[config.mk]
export PLATFORM = sky130hd
export DESIGN_NAME = rmth_ctrl
export DESIGN_NICKNAME = d
export VERILOG_FILES = /design/src/rtl/rmth_pkg.sv /design/src/rtl/rmth_ctrl.sv
export SDC_FILE = /design/constraint.sdc
export NUM_CORES = 1
export LEC_CHECK = 0
export ABC_CLOCK_PERIOD_IN_PS = 1600
export CORE_MARGIN = 2
export CORE_UTILIZATION = 50
export CTS_CLUSTER_SIZE = 25
export DETAILED_ROUTE_END_ITERATION = 8
export DONT_BUFFER_PORTS = 1
export PLACE_DENSITY = 0.68
export REMOVE_ABC_BUFFERS = 1
export SLEW_MARGIN = 5
export SYNTH_ARGS = -nofsm -noshare
export SYNTH_HDL_FRONTEND = slang
export SYNTH_SLANG_ARGS = --single-unit
[constraint.sdc]
create_clock -name clk -period 1.6 [get_ports clk]
set_input_delay 0 -clock clk [delete_from_list [all_inputs] [get_ports clk]]
set_output_delay 0 -clock clk [all_outputs]
set_load 0.005 [all_outputs]
[src/rtl/rmth_pkg.sv]
`default_nettype none
package rmth_pkg;

  // Default number of entries in each of the two heaps.
  localparam int HEAP_DEPTH_DEF = 512;

  // Field widths fixed by the interface.
  localparam int SAMPLE_W = 32;
  localparam int MED_W    = 33;
  localparam int CNT_W    = 11;

  // Datapath step codes issued by the controller.
  localparam logic [3:0] ST_NOP       = 4'd0;
  localparam logic [3:0] ST_LATCH     = 4'd1;
  localparam logic [3:0] ST_INS_INIT  = 4'd2;
  localparam logic [3:0] ST_INS_PAR   = 4'd3;
  localparam logic [3:0] ST_INS_CMP   = 4'd4;
  localparam logic [3:0] ST_TK_RD0    = 4'd5;
  localparam logic [3:0] ST_TK_RDLAST = 4'd6;
  localparam logic [3:0] ST_TK_LAST   = 4'd7;
  localparam logic [3:0] ST_TK_CHILD  = 4'd8;
  localparam logic [3:0] ST_TK_LEFT   = 4'd9;
  localparam logic [3:0] ST_TK_CMP    = 4'd10;
  localparam logic [3:0] ST_MED_RD    = 4'd11;
  localparam logic [3:0] ST_MED_SUM   = 4'd12;
  localparam logic [3:0] ST_OUT       = 4'd13;

  // Command from the controller to the datapath.
  typedef struct packed {
    logic [3:0] step;
    logic       other;    // work on the heap opposite the one the sample joins
    logic       use_top;  // insert the element taken from the other heap
  } cmd_t;

  // Status from the datapath to the controller.
  typedef struct packed {
    logic refused;
    logic take;
    logic ins_root;
    logic ins_move;
    logic tk_leaf;
    logic tk_move;
    logic out_free;
  } stat_t;

  // True when a belongs above b in the heap (max-heap or min-heap).
  function automatic logic goes_first(input logic signed [SAMPLE_W-1:0] a,
                                      input logic signed [SAMPLE_W-1:0] b,
                                      input logic is_max);
    goes_first = is_max ? (a > b) : (a < b);
  endfunction

endpackage
`default_nettype wire

[src/rtl/rmth_ctrl.sv]
`default_nettype none
module rmth_ctrl (
  input  wire logic            clk,
  input  wire logic            rst,
  input  wire logic            in_valid,
  output logic                 in_ready,
  output rmth_pkg::cmd_t       cmd,
  input  wire rmth_pkg::stat_t stat
);

  localparam logic [3:0] S_IDLE      = 4'd0;
  localparam logic [3:0] S_DECIDE    = 4'd1;
  localparam logic [3:0] S_INS_INIT  = 4'd2;
  localparam logic [3:0] S_INS_PAR   = 4'd3;
  localparam logic [3:0] S_INS_CMP   = 4'd4;
  localparam logic [3:0] S_TK_RD0    = 4'd5;
  localparam logic [3:0] S_TK_RDLAST = 4'd6;
  localparam logic [3:0] S_TK_LAST   = 4'd7;
  localparam logic [3:0] S_TK_CHILD  = 4'd8;
  localparam logic [3:0] S_TK_LEFT   = 4'd9;
  localparam logic [3:0] S_TK_CMP    = 4'd10;
  localparam logic [3:0] S_MED_RD    = 4'd11;
  localparam logic [3:0] S_MED_SUM   = 4'd12;
  localparam logic [3:0] S_OUT       = 4'd13;

  // Which heap operation of the current item is running.
  localparam logic [1:0] PH_TAKE    = 2'd0;
  localparam logic [1:0] PH_INS_TOP = 2'd1;
  localparam logic [1:0] PH_INS_S   = 2'd2;

  logic [3:0] state, state_next;
  logic [1:0] phase, phase_next;
  logic       ins_done;

  assign in_ready = (state == S_IDLE);

  // Step command for the datapath.
  always_comb begin
    cmd.use_top = (phase == PH_INS_TOP);
    cmd.other   = (phase == PH_INS_TOP);
    unique case (state)
      S_IDLE:      cmd.step = in_valid ? rmth_pkg::ST_LATCH : rmth_pkg::ST_NOP;
      S_INS_INIT:  cmd.step = rmth_pkg::ST_INS_INIT;
      S_INS_PAR:   cmd.step = rmth_pkg::ST_INS_PAR;
      S_INS_CMP:   cmd.step = rmth_pkg::ST_INS_CMP;
      S_TK_RD0:    cmd.step = rmth_pkg::ST_TK_RD0;
      S_TK_RDLAST: cmd.step = rmth_pkg::ST_TK_RDLAST;
      S_TK_LAST:   cmd.step = rmth_pkg::ST_TK_LAST;
      S_TK_CHILD:  cmd.step = rmth_pkg::ST_TK_CHILD;
      S_TK_LEFT:   cmd.step = rmth_pkg::ST_TK_LEFT;
      S_TK_CMP:    cmd.step = rmth_pkg::ST_TK_CMP;
      S_MED_RD:    cmd.step = rmth_pkg::ST_MED_RD;
      S_MED_SUM:   cmd.step = rmth_pkg::ST_MED_SUM;
      S_OUT:       cmd.step = rmth_pkg::ST_OUT;
      default:     cmd.step = rmth_pkg::ST_NOP;
    endcase
  end

  // An insertion ends at the root or when the element does not rank above its parent.
  always_comb begin
    ins_done = ((state == S_INS_PAR) && stat.ins_root) ||
               ((state == S_INS_CMP) && !stat.ins_move);
  end

  // Sequencing of the heap operations for one transaction.
  always_comb begin
    state_next = state;
    phase_next = phase;
    unique case (state)
      S_IDLE: begin
        if (in_valid) begin
          state_next = S_DECIDE;
        end
      end
      S_DECIDE: begin
        if (stat.refused) begin
          state_next = S_OUT;
        end else if (stat.take) begin
          phase_next = PH_TAKE;
          state_next = S_TK_RD0;
        end else begin
          phase_next = PH_INS_S;
          state_next = S_INS_INIT;
        end
      end
      S_INS_INIT: state_next = S_INS_PAR;
      S_INS_PAR, S_INS_CMP: begin
        if (ins_done) begin
          if (phase == PH_INS_TOP) begin
            phase_next = PH_INS_S;
            state_next = S_INS_INIT;
          end else begin
            state_next = S_MED_RD;
          end
        end else if (state == S_INS_PAR) begin
          state_next = S_INS_CMP;
        end else begin
          // The element moved up one level; read its new parent.
          state_next = S_INS_PAR;
        end
      end
      S_TK_RD0:    state_next = S_TK_RDLAST;
      S_TK_RDLAST: state_next = S_TK_LAST;
      S_TK_LAST:   state_next = S_TK_CHILD;
      S_TK_CHILD: begin
        if (stat.tk_leaf) begin
          phase_next = PH_INS_TOP;
          state_next = S_INS_INIT;
        end else begin
          state_next = S_TK_LEFT;
        end
      end
      S_TK_LEFT: state_next = S_TK_CMP;
      S_TK_CMP: begin
        if (stat.tk_move) begin
          state_next = S_TK_CHILD;
        end else begin
          phase_next = PH_INS_TOP;
          state_next = S_INS_INIT;
        end
      end
      S_MED_RD:  state_next = S_MED_SUM;
      S_MED_SUM: state_next = S_OUT;
      S_OUT: begin
        if (stat.out_free) begin
          state_next = S_IDLE;
        end
      end
      default: state_next = S_IDLE;
    endcase
  end

  always_ff @(posedge clk) begin
    if (rst) begin
      state <= S_IDLE;
      phase <= PH_INS_S;
    end else begin
      state <= state_next;
      phase <= phase_next;
    end
  end

endmodule
`default_nettype wire

# ---- Word level (Yosys, flattened, before mapping)
# Cells that the tools add are included.
dict set report classes {
  eq_ne 21
  muxes 19
  n_reduce_logical 9
}
# cell n
set op_table {}
lappend op_table {{$pmux W4 S13} 2}
lappend op_table {{$mux W4} 7}
lappend op_table {{$eq A4 B4 Y1 const B} 6}
lappend op_table {{$eq A4 B3 Y1 const B} 4}
lappend op_table {{$ne A2 B2 Y1 const B} 7}
lappend op_table {{$mux W2} 6}
lappend op_table {{$eq A4 B2 Y1 const B} 2}
lappend op_table {{$pmux W2 S4} 1}
lappend op_table {{$mux W3} 2}
lappend op_table {{$reduce_and A6 Y1} 1}
lappend op_table {{$eq A4 B1 Y1 const B} 1}
lappend op_table {{$logic_not A4 Y1} 1}
lappend op_table {{$reduce_bool A4 Y1} 1}
lappend op_table {{$eq A2 B1 Y1 const B} 1}
lappend op_table {{$logic_and A1 B1 Y1} 2}
lappend op_table {{$reduce_and A2 Y1} 1}
lappend op_table {{$reduce_or A2 Y1} 1}
lappend op_table {{$logic_not A1 Y1} 1}
lappend op_table {{$logic_or A1 B1 Y1} 1}
lappend op_table {{$mux W1} 1}
dict set report totals {
  ff_bits 6
  output_inout_bits 7
  word_cells 51
}

# ---- Depth between registers and ports, before layout
dict set report logic_depth {
  word_depth 5
  mapped_depth 6
  ltp_nobuf 4
}

# ---- Least setup slack after synthesis
# Ideal clock, no wire load.
dict set report synth_path {
  path_kind {reg2reg}
  start {register state[0]}
  end {register phase[1]}
  setup_ns 0.134
  arrival_ns 1.521
  path_slack_ns -0.056
  stages_incl_launch_ff 6
  n_path_buf 1
  synth_period_minus_slack_ns 1.656
  cell_sequence {dfxtp_1 > buf_6 > or4b_4 > a2111oi_4 > o211ai_2 > mux2i_1}
}
dict set report synth_via {
  elab_chain_len 5
}
# item line
set synth_lines {}
lappend synth_lines {{start: declaration} rmth_ctrl.sv:31} ;# logic [3:0] state, state_next;
lappend synth_lines {{start signal: assignment} rmth_ctrl.sv:138} ;# state <= state_next;
lappend synth_lines {{$eq A4 B2 Y1 / $eq A4 B3 Y1 (equally long branches)} {rmth_ctrl.sv:61, rmth_ctrl.sv:69, rmth_ctrl.sv:62}}
lappend synth_lines {{$logic_and A1 B1 Y1 (on tied branches)} {rmth_ctrl.sv:61, rmth_ctrl.sv:62}}
lappend synth_lines {{$logic_or A1 B1 Y1} rmth_ctrl.sv:61} ;# ins_done = ((state == S_INS_PAR) && stat.ins_root) ||
lappend synth_lines {{$ne A2 B2 Y1 (no source line)} n/a}
lappend synth_lines {{$reduce_and A6 Y1 (no source line)} n/a}
lappend synth_lines {{end signal: assignment} rmth_ctrl.sv:139} ;# phase <= phase_next;
lappend synth_lines {{end: declaration} rmth_ctrl.sv:32} ;# logic [1:0] phase, phase_next;
# Several ways; a longest one is shown, not always the timed one.
# A chain may end at the register's enable or synchronous reset.

# ---- Final worst setup path
dict set report layout_path {
  start {register state[1]}
  end {register phase[1]}
}
# Same word-level chain as after synthesis.

==> tab_implementation.tex <==
\begin{tabular}{lr}
\hline
Metric & Value \\
\hline
\multicolumn{2}{l}{\textbf{Status}} \\
\quad Status & finished, violations left \\
\quad Violated checks & setup timing \\
\multicolumn{2}{l}{\textbf{Placed design}} \\
\quad Number of buffers added on ports & 0 \\
\quad Placed Instance Area & $\sim$700 sq um \\
\quad Placed insts & around 110 \\
\quad Placer Congestion & 0.812 \\
\quad Total half-perimeter wirelength after legalization and detailed placement & between 1000 and 1500 um \\
\multicolumn{2}{l}{\textbf{STA}} \\
\quad Layout Skew & about 0.0076 ns \\
\quad RSZ-0062 raised after global routing & yes \\
\quad Final hold slack & about 0.042 ns \\
\quad Slew of the pin with the lowest slew margin & between 0.3 and 0.4 ns \\
\quad Fin crit share & 100\% \\
\quad Final hold violations & 0 \\
\quad Final Max Tran Viols & 0 \\
\quad Minimum clock period after layout & between 1.5 and 2 ns \\
\quad Highest clock rate & 624 MHz \\
\quad Normalized max-slew margin & between 70 and 80\% \\
\quad Post-route setup TNS & -0.00639 ns \\
\quad Final setup violation count & 2 \\
\quad Worst setup slack after layout & -0.00376 ns \\
\multicolumn{2}{l}{\textbf{Synth}} \\
\quad Post-Synthesis Cells & 90 \\
\quad Portion of the post-synthesis area used by sequential elements & 18.4\% \\
\quad Most frequent cells after synthesis & nor2\_1, a21oi\_1, clkbuf\_1, dfxtp\_1 \\
\quad Most common cell in the synthesized netlist & nor2\_1 \\
\quad Synth area leader & dfxtp\_1 \\
\quad Per-instance average area after synthesis & just over 7 sq um \\
\quad Top area cells in the synthesized netlist & dfxtp\_1, a21oi\_1, nand2b\_1 \\
\quad Post-synthesis async set-or-reset flop share & 0\% \\
\quad Commonest register cell after synthesis & dfxtp\_1 \\
\quad Number of enable flip-flop cells after synthesis & 0 \\
\quad Number of distinct standard cells referenced by the synthesized netlist & 37 \\
\quad Summed instance area of the synthesized netlist & about 650 sq um \\
\quad Synth warn & 0 \\
\quad Synth top area share & $\sim$18\% \\
\quad Number of storage elements in the synthesis netlist & 6 \\
\multicolumn{2}{l}{\textbf{Finish}} \\
\quad Fraction of layout cells with a size suffix above 1 & around 18\% \\
\quad Antenna fix cells & 0 \\
\quad Number of fill cells & 120 \\
\quad Register Area & 121 sq um \\
\quad Post-route design area & roughly 730 sq um \\
\quad Layout Nets & between 100 and 150 \\
\quad Non-Filler Instances & about 110 \\
\quad Area occupied by multi-input gates & roughly 470 sq um \\
\quad Synth-to-layout area growth & 11.3\% \\
\multicolumn{2}{l}{\textbf{Min path}} \\
\quad Endpoint of the worst hold path & phase[1] \\
\quad Worst hold path class & input pin to flip-flop \\
\quad Number of cells on the worst hold path & 3 \\
\quad Startpoint of the lowest-slack hold path & stat[6] \\
\multicolumn{2}{l}{\textbf{Clock tree}} \\
\quad Buffer type at the clock tree root & clkbuf\_4 \\
\quad Reg clk slew, reported paths & 0.04 ns \\
\quad Num CTS Buffers & 3 \\
\quad TritonCTS clock tree & built \\
\quad Buffers from clock root to sink, at most & 2 \\
\quad CTS sink cnt & 6 \\
\quad CTS H-Tree Depth & 1 \\
\quad Insertion delay of the later-clocked pin in the worst-skew pair & 0.25 ns \\
\multicolumn{2}{l}{\textbf{Worst setup path}} \\
\quad Critical path class & flip-flop to flip-flop \\
\quad Worst Path Max Fanout & 3 \\
\quad R2R Setup Slk & -0.004 ns \\
\quad Largest stage delay on the critical path & 0.55 ns \\
\quad Arrival time reported for the critical path endpoint & about 1.7 ns \\
\quad Required time of the critical path & roughly 1.7 ns \\
\quad Crit path cell chain & or4b\_4, a2111oi\_4, o211ai\_2, mux2i\_1 \\
\quad FF-to-FF Start & state[1] \\
\quad Cell at the slowest stage of the critical path & or4b\_4 \\
\quad Worst r2r dst & phase[1] \\
\quad Critical path endpoint category & flip-flop \\
\quad Cell depth of the worst flop-to-flop path & 4 \\
\quad CP startpoint kind & flip-flop \\
\multicolumn{2}{l}{\textbf{Global route}} \\
\quad First-pass GRT wire length & $\sim$2500 um \\
\quad Via count of the first global-routing pass & a little under 600 \\
\quad Sum of overflow across all layers after global routing & 0 \\
\quad Maximum number of pins on one net before global-route repair & 22 \\
\quad Global-route usage over all layers & a little under a quarter \\
\quad Initial antenna violation count & 0 \\
\multicolumn{2}{l}{\textbf{Floorplanning}} \\
\quad FP Rows & 13 \\
\quad Area inside the core boundary & around 1300 sq um \\
\quad Area of the die & between 1500 and 2000 sq um \\
\quad Effective utilization at floorplan & a little over half \\
\quad Die height & around 40 um \\
\quad Die Wd & 40.1 um \\
\quad Top Ports & 17 \\
\multicolumn{2}{l}{\textbf{Detailed routing}} \\
\quad Total Wirelength & 1610 um \\
\quad Remaining number of nets flagged by the antenna check after routing & 0 \\
\quad Remaining DRCs & 0 \\
\quad DR WL/cell & about 15 um \\
\quad Routed via count divided by cell count & 6.39 \\
\quad Total via count after detailed routing & about 700 \\
\quad Initial DRC Count & 31 \\
\quad First-pass iteration count of the detailed router & 4 \\
\multicolumn{2}{l}{\textbf{Flow run}} \\
\quad Number of max-capacitance violations reported & 0 \\
\multicolumn{2}{l}{\textbf{Power and ir drop}} \\
\quad Pleak & approximately 0.00027 uW \\
\quad Power density cells & roughly 2000 nW/um\^{}2 \\
\quad Maximum ir drop on the vdd rail & roughly 1100 uV \\
\hline
\end{tabular}
==> final cells by class <==
| class | instances | share of cell area (%) |
|---|---|---|
| multi-input combinational | 71 | 64.9 |
| timing repair buffer | 10 | 10.7 |
| sequential | 6 | 16.7 |
| inverter | 4 | 2.07 |
| tap | 15 | 2.58 |
| clock buffer | 3 | 3.10 |
==> sequential cells by signal, summed over array words and instances (netlist names) <==
name   count
state      4
phase      2
==> per-layer routing <==
metal	GRT usage, %	share of wire (%)	vias up
met4	0	0	0
met2	36.7	48	31
met1	30.4	42	323
met5	0	0	-
li1	-	-	343
met3	8.33	9.2	0
==> placed cells by master, fill, tap and decap left out, types with 2 or more instances in the layout <==
master and count:
a211oi_1 3, a21boi_0 3, a21oi_1 7, a31oi_1 4, buf_4 9, clkbuf_4 3, dfxtp_1 5, inv_1 4
nand2_1 5, nand2b_1 5, nand3_1 4, nor2_1 8, nor2b_1 4, nor3_1 2, nor4_1 2, o211ai_1 2
o21ai_0 2, o21bai_1 3
==> metrics by stage <==
step / worst slack [ns] / total power [uW] / util (%)
2_1_floorplan: -0.218 / 989 / -
3_3_place_gp: -0.00451 / 1290 / 55.3
3_5_place_dp: -0.0216 / 1300 / 55.3
4_1_cts: -0.0228 / 1460 / 58.0
5_1_grt: -0.0916 / 1600 / 58.0
6_report: -0.00376 / 1460 / 58.0
==> how the worst max path moves through the flow <==
| stage | startpoint | to |
|---|---|---|
| detailed placement | state[1] | state[0] |
| finish | state[1] | phase[1] |
| floorplan | state[2] | phase[1] |
| global route | state[1] | phase[1] |
| global placement | state[1] | state[0] |
| CTS | state[1] | phase[1] |
==> power by group <==
part / switching, uW / total [uW] / internal [uW]
combinational: 580 / 1060 / 478
clock: 53.2 / 138 / 84.7
sequential: 47.1 / 261 / 214
==> critical path: cells and delay by family (launching register included) <==
kind / cells / cell delay [ns]
flip-flops: 1 / 0.31
AND/OR/NAND/NOR: 1 / 0.55
multiplexers: 1 / 0.12
AO/OA/AOI/OAI: 2 / 0.48
==> cells by family after synthesis <==
group / count (synthesis) / synth area share (%)
simple gates: 36 / 30.7
mux: 2 / 3.26
compound gates: 33 / 38.3
flops: 6 / 18.4
buf+inv: 13 / 9.39
==> what timing repair did <==
| item | in CTS | in global routing |
|---|---|---|
| endpoints found under the hold margin | 5 | 0 |
| pin swaps | 0 | 0 |
| buffers inserted | 0 | 0 |
| hold buffers | 1 | 0 |
| setup endpoints to repair | 2 | 3 |
| resized for setup | 1 | 0 |
(Power assumes the default switching activity.)
